`src/hw/rtl/ssp_pkg.sv`:
```
package ssp_pkg;

	// default graph size
	localparam int MAX_VERTICES = 32;

	// fixed field widths
	localparam int DIST_W   = 24;
	localparam int WEIGHT_W = 16;
	localparam int FIELD_W  = 5;
	localparam int CFG_W    = 6;

	// saturated distance, means unreachable
	localparam logic [DIST_W-1:0] DIST_INF = '1;

	// operation codes
	localparam logic OP_ADD = 1'b0;
	localparam logic OP_RUN = 1'b1;

	// controller states
	typedef enum logic [4:0] {
		ST_CLEAR = 5'b00001,
		ST_IDLE  = 5'b00010,
		ST_PASS  = 5'b00100,
		ST_WAIT  = 5'b01000,
		ST_OUT   = 5'b10000
	} state_t;

	// broadcast control from the sequencer to every cell
	typedef struct packed {
		logic init;
		logic shift;
	} cell_ctl_t;

endpackage

```
`src/hw/rtl/ssp_cell.sv`:
```
module ssp_cell #(
	parameter int IDX = 0,
	parameter int VW  = 5,
	parameter int NW  = 6
) (
	input  logic                       clk,
	input  logic                       arst_n,
	input  ssp_pkg::cell_ctl_t         ctl,
	input  logic [NW-1:0]              n,
	input  logic [VW-1:0]              src,
	input  logic [VW-1:0]              u,
	input  logic [ssp_pkg::DIST_W-1:0] du,
	input  logic                       edge_present,
	input  logic [ssp_pkg::WEIGHT_W-1:0] edge_w,
	input  logic                       tok_i,
	input  logic [ssp_pkg::DIST_W-1:0] best_i,
	input  logic [VW-1:0]              pick_i,
	input  logic [ssp_pkg::DIST_W-1:0] d_right,
	output logic                       tok_o,
	output logic [ssp_pkg::DIST_W-1:0] best_o,
	output logic [VW-1:0]              pick_o,
	output logic [ssp_pkg::DIST_W-1:0] d_o
);

	logic                       tok_q;
	logic [ssp_pkg::DIST_W-1:0] best_q;
	logic [VW-1:0]              pick_q;
	logic [ssp_pkg::DIST_W-1:0] d_q;
	logic                       settled_q;

	logic                       active;
	logic                       here;
	logic                       is_u;
	logic [ssp_pkg::DIST_W:0]   sum;
	logic [ssp_pkg::DIST_W-1:0] sat;
	logic                       relax;
	logic [ssp_pkg::DIST_W-1:0] d_new;
	logic                       cand;

	assign active = (int'(n) > IDX);
	assign here   = tok_i && active;
	assign is_u   = (u == VW'(IDX));

	// relax this vertex against the settled one, saturating
	assign sum   = {1'b0, du} + {{(ssp_pkg::DIST_W + 1 - ssp_pkg::WEIGHT_W){1'b0}}, edge_w};
	assign sat   = sum[ssp_pkg::DIST_W] ? ssp_pkg::DIST_INF : sum[ssp_pkg::DIST_W-1:0];
	assign relax = here && edge_present && (sat < d_q);
	assign d_new = relax ? sat : d_q;

	// running minimum; ties go to the higher index
	assign cand = here && !settled_q && !is_u && (d_new <= best_i);

	always_ff @(posedge clk or negedge arst_n) begin
		if (!arst_n) begin
			tok_q <= 1'b0;
		end else begin
			tok_q <= tok_i;
		end
	end

	always_ff @(posedge clk) begin
		best_q <= cand ? d_new : best_i;
		pick_q <= cand ? VW'(IDX) : pick_i;
		if (ctl.init) begin
			d_q       <= (src == VW'(IDX)) ? '0 : ssp_pkg::DIST_INF;
			settled_q <= 1'b0;
		end else if (ctl.shift) begin
			d_q <= d_right;
		end else if (here) begin
			d_q <= d_new;
			if (is_u) begin
				settled_q <= 1'b1;
			end
		end
	end

	assign tok_o  = tok_q;
	assign best_o = best_q;
	assign pick_o = pick_q;
	assign d_o    = d_q;

endmodule

```
`config.mk`:
```
export PLATFORM = sky130hd
export DESIGN_NAME = ssp_cell
export DESIGN_NICKNAME = d
export VERILOG_FILES = /design/src/hw/rtl/ssp_pkg.sv /design/src/hw/rtl/ssp_cell.sv
export SDC_FILE = /design/constraint.sdc
export NUM_CORES = 1
export LEC_CHECK = 0
export ABC_CLOCK_PERIOD_IN_PS = 4600
export BUFFER_PORTS_ARGS = -buffer_cell sky130_fd_sc_hd__clkbuf_2
export CAP_MARGIN = 20
export CORE_ASPECT_RATIO = 0.8
export CORE_UTILIZATION = 33
export CTS_CLUSTER_DIAMETER = 120
export CTS_CLUSTER_SIZE = 8
export DETAILED_ROUTE_END_ITERATION = 7
export GPL_ROUTABILITY_DRIVEN = 0
export PLACE_DENSITY = 0.67
export SLEW_MARGIN = 20
export SYNTH_ARGS = -nofsm -noshare
export SYNTH_HDL_FRONTEND = slang
export SYNTH_SLANG_ARGS = --single-unit
```
`constraint.sdc`:
```
create_clock -name clk -period 4.6 [get_ports clk]
set_clock_uncertainty 0.05 [all_clocks]
set_input_delay 0.23 -clock clk [delete_from_list [all_inputs] [get_ports clk]]
set_output_delay 0.23 -clock clk [all_outputs]
set_load 0.01 [all_outputs]
```
## Word-level counts from Yosys, hierarchy flattened

Cells that the tools add are included.

- Memories: 0
- Word-level logic and storage cells: 29
- Bits in writable memories: 0
- Bits in latches: 0
- Flip-flop bits (word level): 55
- Output and inout bits: 54
- Input bits: 115
- Memory bits (read-only): 0

- Multipliers: 0
- Bitwise operators: 1
- Reductions and logical operators: 12
- Equality and inequality tests: 0
- Order comparisons: 3
- Muxes and demuxes: 7
- Add/subtract/negate cells: 1
- Shift-type cells: 0
- Div/mod/pow operators: 0

Operators with widths:

| cell | number |
|---|---|
| 24-bit 2-to-1 mux | 7 |
| 24-bit by 16-bit adder with 25-bit output | 1 |
| 24-bit <= comparator | 1 |
| 24-bit less-than comparator | 1 |
| 5-bit logical NOT | 2 |
| 6-bit by 1-bit > comparator with 1-bit output, second input constant | 1 |
| 1-bit logical AND | 6 |
| 3-bit AND reduction | 1 |
| 3-bit nonzero test | 1 |
| 1-bit logical NOT | 2 |
| 1-bit NOT | 1 |

## Longest topological paths before layout

Gate-level depths: netlist of the first run.

- Depth after elaboration: 8
- Mapped depth: 30
- Gate-level depth less buffers: 27

## Worst setup path before layout of the first run

No wires, ideal clock.

- Kind: input-to-reg
- Start: input port du[0] (netlist bit)
- End: register best_q, in the netlist best_o[18]
- Required time: 4429 ps
- Stages on the path: 28
- Library setup time: 121 ps
- Arrival time: 6054 ps
- Path slack: -1625 ps
- Path buffers: 4
- Cells stage by stage: ha_1 fa_1 a211oi_1 o211ai_1 nand3_1 nand2_1 nor2_1 mux2_2 ha_1 nand4_1 nor4_1 a211oi_1 a21boi_2 a21oi_2 and2_1 buf_6 buf_2 a31o_2 ha_1 a21o_1 a21o_1 a221o_1 a31oi_1 o21ai_0 a211o_1 buf_2 clkbuf_1 mux2_2

- Word-level cells in the longest chain between the ends: 8

RTL lines:

| element | line | text |
|---|---|---|
| start, declared | ssp_cell.sv:12 | `input logic [ssp_pkg::DIST_W-1:0] du,` |
| 24-bit by 16-bit adder with 25-bit output * | ssp_cell.sv:45 | `assign sum = {1'b0, du} + {{(ssp_pkg::DIST_W + 1 - ssp_pkg::WEIGHT_W){1'b0}}, edge_w};` |
| 24-bit 2-to-1 mux * | ssp_cell.sv:46 | `assign sat = sum[ssp_pkg::DIST_W] ? ssp_pkg::DIST_INF : sum[ssp_pkg::DIST_W-1:0];` |
| 24-bit less-than comparator | ssp_cell.sv:47 | `assign relax = here && edge_present && (sat < d_q);` |
| 1-bit logical AND | ssp_cell.sv:47 |  |
| 24-bit 2-to-1 mux * | ssp_cell.sv:48 | `assign d_new = relax ? sat : d_q;` |
| 24-bit <= comparator | ssp_cell.sv:51 | `assign cand = here && !settled_q && !is_u && (d_new <= best_i);` |
| 1-bit logical AND | ssp_cell.sv:51 |  |
| 24-bit 2-to-1 mux * | ssp_cell.sv:62 | `best_q <= cand ? d_new : best_i;` |
| end signal, assigned | ssp_cell.sv:62 |  |
| end, declared | ssp_cell.sv:26 | `logic [ssp_pkg::DIST_W-1:0] best_q;` |

Every way passes the cells marked *; elsewhere a longest branch is shown, timed or not.
A chain may end at the register's enable or synchronous reset.

## Final worst setup path of the first run

- Start: input port edge_w[0] (netlist bit)
- End: register best_q, in the netlist best_o[10]

- Word-level cells in the longest chain between the ends: 8

RTL lines:

| element | line | text |
|---|---|---|
| start, declared | ssp_cell.sv:14 | `input logic [ssp_pkg::WEIGHT_W-1:0] edge_w,` |
| 24-bit by 16-bit adder with 25-bit output * | ssp_cell.sv:45 |  |
| 24-bit 2-to-1 mux * | ssp_cell.sv:46 |  |
| 24-bit less-than comparator | ssp_cell.sv:47 |  |
| 1-bit logical AND | ssp_cell.sv:47 |  |
| 24-bit 2-to-1 mux * | ssp_cell.sv:48 |  |
| 24-bit <= comparator | ssp_cell.sv:51 |  |
| 1-bit logical AND | ssp_cell.sv:51 |  |
| 24-bit 2-to-1 mux * | ssp_cell.sv:62 |  |

Marked as above.

==> results of run 1 <==
-- cell type report --
cell class	instances	area share
flip-flops and latches	55	0.178
multi-input cells	383	0.469
well taps	180	0.0298
repair buffers	313	0.274
clock buffers	6	0.0184
inverters	52	0.0258
clock inverters	2	0.00514
-- through the flow --
| stage | setup slack [ns] | power (mW) | area (um^2) | TNS (ns) |
|---|---|---|---|---|
| after detailed placement | -1.55 | 1.51 | 6760 | -46.02 |
| after floorplan | -1.06 | 1.10 | 4840 | -26.96 |
| after CTS | -1.01 | 2.06 | 7340 | -28.70 |
| after global routing | -1.42 | 2.24 | 7550 | -41.10 |
| after global placement | -1.42 | 1.49 | 6760 | -40.74 |
| final | -1.15 | 2.12 | 7550 | -32.68 |
-- flip-flops by register name (all words and copies together), names as in the netlist --
signal	flops
best_o	24
tok_o	1
settled_q	1
pick_o	5
d_o	24
-- routing by layer --
layer / global-route usage / up-vias
li1: - / 2518
met1: 0.291 / 2440
met5: 0 / -
met2: 0.364 / 233
met3: 0.0400 / 39
met4: 0.0851 / 0
-- repair_timing --
item,CTS,global route
cloned,2,1
setup endpoints to repair,29,42
endpoints found under the hold margin,1,0
setup buffers,13,5
pin swaps,35,26
gates resized for setup,48,35
hold buffers,1,0
-- worst max-delay path: cells and delay by family --
family / cells / cell delay [ns]
AO/OA/AOI/OAI: 11 / 1.94
adder cells (fa/ha/maj): 4 / 1.12
buffers and inverters: 5 / 0.73
multiplexers: 2 / 0.63
AND/OR/NAND/NOR: 8 / 1.24
-- power by group through the flow --
stage	Sequential [mW]	Combinational [mW]	Clock, mW
global placement	0.620	0.867	0
CTS	0.608	0.992	0.460
floorplan	0.639	0.458	0
detailed placement	0.617	0.897	0
finish	0.608	1.06	0.453
global route	0.614	1.15	0.476
-- layout by cell type (no fill, tap or decap), types with 6 or more instances in the layout --
master	n
clkbuf_2	166
buf_4	129
inv_1	52
ha_1	50
dfxtp_1	30
a21oi_1	29
nand2_1	27
edfxtp_1	24
mux2_2	23
a221o_1	23
nor2_1	17
o21ai_0	14
mux2_4	12
ha_4	12
o21bai_1	11
buf_6	11
a21o_1	9
nand4_1	9
o22a_1	9
and3_1	7
nand2b_1	7
and2_4	7
xnor2_1	7
o211ai_1	6
nand3_1	6
o21ai_1	6
xor2_1	6
clkbuf_16	6
-- worst max-delay path by stage --
stage	depth (start not counted)	to	slack [ns]	startpoint
after global placement	28	best_o[6]	-1.42	edge_w[8]
final	30	best_o[10]	-1.15	edge_w[0]
after CTS	31	best_o[18]	-1.01	edge_w[0]
after global routing	29	best_o[10]	-1.42	edge_w[4]
after detailed placement	28	best_o[0]	-1.55	du[0]
after floorplan	28	best_o[18]	-1.06	du[8]
-- cells by family after synthesis --
logic type                 count (synthesis)  share of synthesized area
muxes                                     35                     0.0857
AOI/OAI and AO/OA                        156                      0.242
adders and majority gates                 64                      0.172
and+or+nand+nor                          114                      0.128
xor gates and xnor gates                  14                     0.0262
DFF                                       55                      0.287
buffers and inverters                     68                     0.0582
==> out/qor.csv, run 1 <==
stage,metric,value,unit
floorplanning,io_pins,169,
clock_tree,cts_tree,yes,
clock_tree,clockBufferDepth,2,
sta,setup_viol,29,
clock_tree,clk_latency,0.30,ns
hold_path,holdCritPathClass,primary input to flop,
power,p_sw_frac,0.336,
critical_path,critPathSlowestCell,nor4_4,
cells_and_area,area_growth,61.1,%
sta,maxSlewHeadroom,0.341,
global_route,grt-ovfl-total,0,
power,vdd_ir_drop_max,0.000184,V
sta,fmax,174,MHz
power,power-per-cell-area,281,nW/um^2
power,power_switching,712,uW
placement,io_buffers,168,
placement,dp_cells,963,
route,num_vias,5230,
hold_path,hp-start,tok_i,
cells_and_area,seqCellArea,1350,um^2
route,drcViolationCount,0,
cells_and_area,multi_input_area,3540,um^2
yosys,yosysTopAreaCell,ha_1,
critical_path,reg2reg_depth,22,
yosys,synth.top_cell.area_share,0.168,
outcome,violations,setup timing,
sta,whs,0.00329,ns
yosys,synth.area.top_cells,"ha_1 (17%), edfxtp_1 (15%), dfxtp_1 (13%)",
floorplanning,fp.dieH,109,um
sta,timing.final.crit_share,1.25,
critical_path,timing.rr.end,best_o[10],
yosys,synth_fp_nets,685,
yosys,syn_area_per_cell,9.27,um^2
critical_path,max_stage_delay,0.37,ns
global_route,gr-usage-all-layers,0.222,
critical_path,worstPathRequired,4.73,ns
hold_path,min_to,tok_o,
route,wl_met3,1260,um
yosys,ys_seq_area_frac,0.287,
sta,slew_violations,0,
yosys,yosysMostFrequentCell,ha_1,
sta,fin_ws,-1.15,ns
floorplanning,core-area,13700,um^2
floorplanning,rows,38,
clock_tree,clk_pin_slew_worst_paths,0.08,ns
outcome,outcome,"complete, but fails checks",
route,ant_nets,0,
sta,worst_slew_pin_slew,0.986,ns
clock_tree,htree_levels,2,
cells_and_area,final_cell_count_no_fill,991,
yosys,synth-edff-count,24,
yosys,async_flop_share,0.0182,
hold_path,whs_path_depth,1,
critical_path,reg2reg_setup_slack,0.03,ns
sta,rsz0062_at_grt,yes,
yosys,ys_ff_latch,55,
yosys,yosys-top-cells-count,"ha_1 (63), inv_1 (52), a21oi_1 (33), mux2_2 (33), dfxtp_1 (30)",
clock_tree,cts_root_buf,clkbuf_16,
route,m1WireLength,7610,um
sta,finalWorstPathRequiredPeriod,5.75,ns
cells_and_area,nets,989,
yosys,syn_inst,506,
cells_and_area,fin_util,0.552,
yosys,netlist_area,4690,um^2
global_route,grt_pass1_vias,5201,
critical_path,r2r-start,d_o[17],
power,pwr-share-comb,0.500,
critical_path,path_class,primary input to flop,
route,vias_per_cell,5.28,
route,totalWireLength,16900,um
critical_path,worstPathArrival,5.89,ns
yosys,ys.flop_type,dfxtp_1,
clock_tree,clock-sinks,55,
cells_and_area,drive_gt1_frac,0.522,
global_route,grt_max_degree,27,
global_route,grt_pass1_wl,25400,um
route,highest_layer,met4,
floorplanning,initial_core_util,0.342,
power,internal_power,1.41,mW
power,p_leak,3.75,nW
power,power_frac_clock,0.213,
clock_tree,numCtsBuffers,5,
floorplanning,die_w,135,um
cells_and_area,n_fill_cell,1206,
sta,hold_violations,0,
critical_path,cp_max_fo,6,
route,dr.pass1.iters,7,
job,maxCapViolCount,0,
route,drt-initial-drc-count,387,
yosys,synthDistinctLibCells,59,
route,drt-wirelength-per-cell,17.0,um
route,dr_wl_met2,7570,um
cells_and_area,diodes,0,
critical_path,crit_path_end_kind,flop,
placement,dp_hpwl,13000,um
critical_path,setup.worst_path.start_class,primary input,
power,p_seq_frac,0.287,
global_route,antenna_found_initial,0,
yosys,yosys_warnings,0,
floorplanning,die-area,14700,um^2
Power figures use the tool's default switching activity.
==> inputs of run 2 (changes only) <==
--- a/config.mk
+++ b/config.mk
@@ -9,12 +9,12 @@
 export BUFFER_PORTS_ARGS = -buffer_cell sky130_fd_sc_hd__clkbuf_2
 export CAP_MARGIN = 20
 export CORE_ASPECT_RATIO = 0.8
-export CORE_UTILIZATION = 33
+export CORE_UTILIZATION = 46
 export CTS_CLUSTER_DIAMETER = 120
 export CTS_CLUSTER_SIZE = 8
 export DETAILED_ROUTE_END_ITERATION = 7
 export GPL_ROUTABILITY_DRIVEN = 0
-export PLACE_DENSITY = 0.67
+export PLACE_DENSITY = 0.86
 export SLEW_MARGIN = 20
 export SYNTH_ARGS = -nofsm -noshare
 export SYNTH_HDL_FRONTEND = slang
==> run 2 against run 1 <==
The run still ends with setup timing left; global-route usage up 9.3 points; first-iteration DRC count is 88% higher; clock power decreased by 11%; die area shrank 28%; combinational power about the same; hold slack gained 0.014 ns; critical endpoint is now best_o[4]; sequential power about the same; worst setup slack worse by 0.37 ns; register-to-register slack got worse by 0.31 ns; via count rose by 9.8%.
==> out/qor.csv, run 2 (same netlist as run 1, synthesis figures left out) <==
stage,metric,value,unit
floorplanning,fp.dieH,92.3,um
floorplanning,core-area,9770,um^2
sta,timing.final.crit_share,1.33,
power,finalPower,2.08,mW
critical_path,critPathSlowestCell,a211o_2,
route,totalWireLength,19000,um
sta,fmax,163,MHz
sta,worst_slew_pin_slew,1.03,ns
power,power_frac_clock,0.194,
sta,finalWorstPathRequiredPeriod,6.13,ns
floorplanning,die_w,115,um
cells_and_area,diodes,0,
cells_and_area,n_fill_cell,622,
power,power_switching,758,uW
global_route,grt_pass1_wl,26400,um
sta,setup_tns,-44.16,ns
floorplanning,rows,32,
critical_path,worstPathRequired,4.74,ns
clock_tree,cts_root_buf,clkbuf_16,
critical_path,worst_path_dominant_cell_family,compound AO/OA/AOI/OAI gates,
critical_path,reg2reg_setup_slack,-0.28,ns
critical_path,path_class,primary input to flop,
outcome,violations,setup timing,
power,p_sw_frac,0.364,
clock_tree,clockBufferDepth,2,
clock_tree,clk_latency,0.30,ns
critical_path,worstPathArrival,6.27,ns
hold_path,whs_path_depth,1,
sta,maxSlewHeadroom,0.308,
global_route,antenna_found_initial,0,
sta,hold_violations,0,
critical_path,timing.rr.end,best_o[4],
hold_path,holdCritPathClass,primary input to flop,
placement,io_buffers,168,
power,pwr-share-comb,0.512,
hold_path,hp-start,tok_i,
sta,fin_ws,-1.53,ns
global_route,gr-usage-all-layers,0.316,
floorplanning,die-area,10600,um^2
power,vdd_ir_drop_max,0.000188,V
cells_and_area,nets,985,
floorplanning,io_pins,169,
floorplanning,initial_core_util,0.480,
outcome,outcome,"complete, but fails checks",
clock_tree,htree_levels,2,
critical_path,crit_path_end_kind,flop,
cells_and_area,area_growth,56.1,%
job,maxCapViolCount,0,
cells_and_area,final_common_cell,clkbuf_2,
clock_tree,cts_tree,yes,
cells_and_area,drive_gt1_frac,0.508,
route,drt-initial-drc-count,728,
sta,setup_viol,44,
route,dr.pass1.iters,5,
power,power-per-cell-area,284,nW/um^2
critical_path,cp_max_fo,7,
power,p_seq_frac,0.294,
hold_path,min_to,tok_o,
critical_path,path_buf_inv,3,
clock_tree,clk_pin_slew_worst_paths,0.08,ns
critical_path,max_stage_delay,0.43,ns
critical_path,setup.worst_path.start_class,primary input,
global_route,grt-ovfl-total,0,
cells_and_area,final_cell_mix,"clkbuf_2 (166), buf_4 (128), inv_1 (52), ha_1 (51), dfxtp_1 (30)",
critical_path,worstSetupStartpoint,edge_w[0],
route,vias_per_cell,6.09,
clock_tree,clock-sinks,55,
global_route,grt_max_degree,27,
placement,dp_hpwl,13400,um
route,num_vias,5742,
power,p_leak,3.68,nW
critical_path,reg2reg_depth,18,
route,ant_nets,0,
critical_path,r2r-start,d_o[15],
route,drcViolationCount,0,
sta,slew_violations,0,
power,internal_power,1.32,mW
sta,rsz0062_at_grt,yes,
route,drt-wirelength-per-cell,20.2,um
clock_tree,numCtsBuffers,5,
global_route,grt_pass1_vias,5437,
-- run 2: cell types whose count changed in the layout (fill, tap and decap cells not counted), sizes merged --
cell and delta:
buf -5, inv +2, bufinv -1
-- run 2: through the flow --
stage | hold WS [ns] | instance area [um^2] | setup WS, ns | util | instances
floorplan | -0.116 | 4840 | -1.06 | - | 506
global placement | -0.0448 | 6690 | -1.29 | 0.684 | 917
detailed placement | -0.0435 | 6690 | -1.59 | 0.684 | 917
CTS | 0.0173 | 6980 | -1.12 | 0.714 | 931
global route | 0.0204 | 7320 | -1.63 | 0.749 | 943
finish | 0.0169 | 7320 | -1.53 | 0.749 | 943
-- run 2: per-layer routing --
metal	part of all wire	track usage	up-vias
met4	0.062	0.152	0
met5	0	0	-
met2	0.47	0.539	463
met1	0.38	0.392	2655
met3	0.091	0.0425	122
li1	-	-	2502
-- run 2: cell type report --
cell class	instances	area (um^2)	share of cell area
multi-input combinational	383	3450	0.472
timing repair buffer	309	2000	0.274
sequential	55	1350	0.184
inverter	52	195	0.0267
tap	136	170	0.0233
clock buffer	5	125	0.0171
clock inverter	3	26.3	0.00359
-- run 2: timing repair --
item,in CTS,in global routing
setup buffers,5,10
endpoints found under the hold margin,1,0
gates cloned,0,2
pin swaps,10,31
resized for setup,17,43
hold buffers,1,0
setup endpoints to repair,30,51
-- run 2: worst max path at each step --
| stage | end | slack [ns] | cells after the start |
|---|---|---|---|
| floorplan | best_o[18] | -1.06 | 28 |
| global placement | best_o[10] | -1.29 | 28 |
| detailed placement | best_o[2] | -1.59 | 28 |
| CTS | best_o[3] | -1.12 | 28 |
| global route | best_o[4] | -1.63 | 27 |
| finish | best_o[4] | -1.53 | 26 |
-- run 2: power groups by stage --
stage	combinational [mW]	clock (mW)	sequential [mW]
final	1.07	0.404	0.611
after global routing	1.13	0.422	0.615
after CTS	0.934	0.402	0.608
after detailed placement	0.905	0	0.617
after global placement	0.852	0	0.617
after floorplan	0.458	0	0.639
-- run 2: worst register-to-register path, delay by kind of cell (launching register included) --
kind	cells	cell delay [ns]
AOI/OAI and AO/OA	9	2.15
adders and majority gates	2	0.59
buffers and inverters	3	0.46
DFF	1	0.46
muxes	2	0.65
and+or+nand+nor	2	0.40
==> inputs of run 3 (changes only) <==
--- a/config.mk
+++ b/config.mk
@@ -5,16 +5,16 @@
 export SDC_FILE = /design/constraint.sdc
 export NUM_CORES = 1
 export LEC_CHECK = 0
-export ABC_CLOCK_PERIOD_IN_PS = 4600
+export ABC_CLOCK_PERIOD_IN_PS = 7600
 export BUFFER_PORTS_ARGS = -buffer_cell sky130_fd_sc_hd__clkbuf_2
 export CAP_MARGIN = 20
 export CORE_ASPECT_RATIO = 0.8
-export CORE_UTILIZATION = 46
+export CORE_UTILIZATION = 55
 export CTS_CLUSTER_DIAMETER = 120
 export CTS_CLUSTER_SIZE = 8
 export DETAILED_ROUTE_END_ITERATION = 7
 export GPL_ROUTABILITY_DRIVEN = 0
-export PLACE_DENSITY = 0.86
+export PLACE_DENSITY = 0.95
 export SLEW_MARGIN = 20
 export SYNTH_ARGS = -nofsm -noshare
 export SYNTH_HDL_FRONTEND = slang
==> constraint.sdc (replaced) <==
create_clock -name clk -period 7.6 [get_ports clk]
set_clock_uncertainty 0.05 [all_clocks]
set_input_delay 0.38 -clock clk [delete_from_list [all_inputs] [get_ports clk]]
set_output_delay 0.38 -clock clk [all_outputs]
set_load 0.01 [all_outputs]
==> run 3 against run 2 <==
The run now ends clean; total power is 53% lower; clock power is 59% lower; first-iteration DRC count is 45% lower; core utilization is 4.2 points lower.
==> out/qor.csv, run 3 (same netlist as run 1, synthesis figures left out) <==
stage,metric,value,unit
job,maxCapViolCount,0,
critical_path,setup.worst_path.start_class,primary input,
power,p_sw_frac,0.369,
cells_and_area,drive_gt1_frac,0.336,
sta,finalWorstPathRequiredPeriod,6.99,ns
global_route,grt_pass1_vias,4639,
critical_path,path_buf_inv,2,
cells_and_area,final_common_cell,clkbuf_2,
route,dr.pass1.iters,5,
critical_path,worst_path_dominant_cell_family,compound AO/OA/AOI/OAI gates,
critical_path,max_stage_delay,0.54,ns
critical_path,reg2reg_depth,18,
critical_path,critPathSlowestCell,a211o_2,
global_route,grt_pass1_wl,22000,um
route,ant_nets,0,
clock_tree,clockBufferDepth,2,
placement,pre_cts_ws,0.216,ns
critical_path,worstSetupStartpoint,du[0],
power,power_frac_clock,0.170,
route,vias_per_cell,6.06,
critical_path,worstPathRequired,7.75,ns
floorplanning,die_w,105,um
cells_and_area,area_growth,22.1,%
cells_and_area,final_cell_mix,"clkbuf_2 (168), ha_1 (63), inv_1 (52), a21oi_1 (33), mux2_2 (33)",
route,drcViolationCount,0,
sta,fmax,143,MHz
hold_path,holdCritPathClass,primary input to flop,
clock_tree,cts_tree,yes,
placement,io_buffers,168,
cells_and_area,final_cell_area,5720,um^2
critical_path,timing.rr.end,best_o[11],
global_route,antenna_found_initial,0,
global_route,grt-ovfl-total,0,
power,pwr-share-comb,0.451,
floorplanning,fp.dieH,84.6,um
sta,rsz0062_at_grt,no,
route,totalWireLength,13700,um
sta,hold_violations,0,
floorplanning,core-area,8090,um^2
clock_tree,clk_latency,0.31,ns
sta,maxSlewHeadroom,0.364,
power,internal_power,612,uW
critical_path,crit_path_end_kind,flop,
floorplanning,initial_core_util,0.579,
power,p_seq_frac,0.379,
clock_tree,clock-sinks,55,
clock_tree,cts_root_buf,clkbuf_8,
hold_path,hp-start,tok_i,
critical_path,path_class,primary input to flop,
cells_and_area,n_fill_cell,590,
clock_tree,clk_pin_slew_worst_paths,0.10,ns
placement,dp_hpwl,11400,um
hold_path,min_to,tok_o,
clock_tree,htree_levels,2,
power,power-per-cell-area,170,nW/um^2
route,num_vias,4725,
cells_and_area,diodes,0,
sta,setup_viol,0,
cells_and_area,nets,850,
global_route,grt_max_degree,30,
placement,placed_area,5620,um^2
route,drt-initial-drc-count,402,
sta,slew_violations,0,
cells_and_area,seqCellArea,1350,um^2
clock_tree,numCtsBuffers,5,
floorplanning,die-area,8900,um^2
critical_path,cp_max_fo,29,
outcome,outcome,completed,
critical_path,reg2reg_setup_slack,2.43,ns
floorplanning,rows,29,
power,p_leak,2.87,nW
sta,fin_ws,0.611,ns
sta,worst_slew_pin_slew,0.952,ns
hold_path,whs_path_depth,1,
global_route,gr-usage-all-layers,0.308,
critical_path,worstPathArrival,7.14,ns
cells_and_area,multi_input_area,3070,um^2
route,drt-wirelength-per-cell,17.6,um
power,vdd_ir_drop_max,0.000127,V
critical_path,r2r-start,d_o[17],
power,power_switching,358,uW
sta,timing.final.crit_share,0.920,
critical_path,path_depth,27,
floorplanning,io_pins,169,
sta,setup_tns,0,ns
==> run 3: cell types whose count changed in the layout (fill, tap and decap cells not counted), moves of 8 or more <==
| cell | change |
|---|---|
| ha_4 | -11 |
| buf_6 | -10 |
| mux2_4 | -8 |
| ha_1 | +12 |
| buf_4 | -123 |
| mux2_2 | +8 |
==> run 3: power groups by stage <==
stage | Clock [mW] | Combinational [mW] | Sequential (mW)
finish | 0.165 | 0.438 | 0.368
global route | 0.176 | 0.478 | 0.370
CTS | 0.165 | 0.429 | 0.367
detailed placement | 0 | 0.425 | 0.373
global placement | 0 | 0.399 | 0.373
floorplan | 0 | 0.261 | 0.387
==> run 3: timing repair <==
action / 4_1_cts / 5_1_grt
buffers inserted: 0 / 0
gates resized for setup: 0 / 1
endpoints found under the hold margin: 1 / 0
hold buffers: 1 / 0
setup endpoints to repair: 0 / 25
==> run 3: cell type report <==
type / instances / share of cell area
sequential: 55 / 0.235
multi-input combinational: 383 / 0.537
clock buffer: 6 / 0.0133
inverter: 52 / 0.0341
timing repair buffer: 174 / 0.155
tap: 108 / 0.0236
clock inverter: 2 / 0.00197
==> run 3: metal layers <==
layer | global-route usage | part of all wire
met5 | 0 | 0
met2 | 0.529 | 0.48
met4 | 0.102 | 0.021
met1 | 0.403 | 0.42
met3 | 0.0373 | 0.086
==> run 3: how the worst max path moves through the flow <==
stage / to / slack [ns]
final: best_o[11] / 0.61
after global routing: best_o[16] / 0.13
after CTS: best_o[11] / 0.55
after detailed placement: best_o[16] / 0.22
after global placement: best_o[3] / 0.57
after floorplan: best_o[18] / 1.23
==> run 3: stage by stage <==
step                      hold WS [ns]  power (mW)  cells  utilization
after floorplan                 0.0344       0.648    506            -
after global placement           0.105       0.772    771        0.695
after detailed placement         0.107       0.798    771        0.695
after CTS                        0.141       0.961    780        0.707
after global routing             0.153        1.02    780        0.707
final                            0.146       0.970    780        0.707
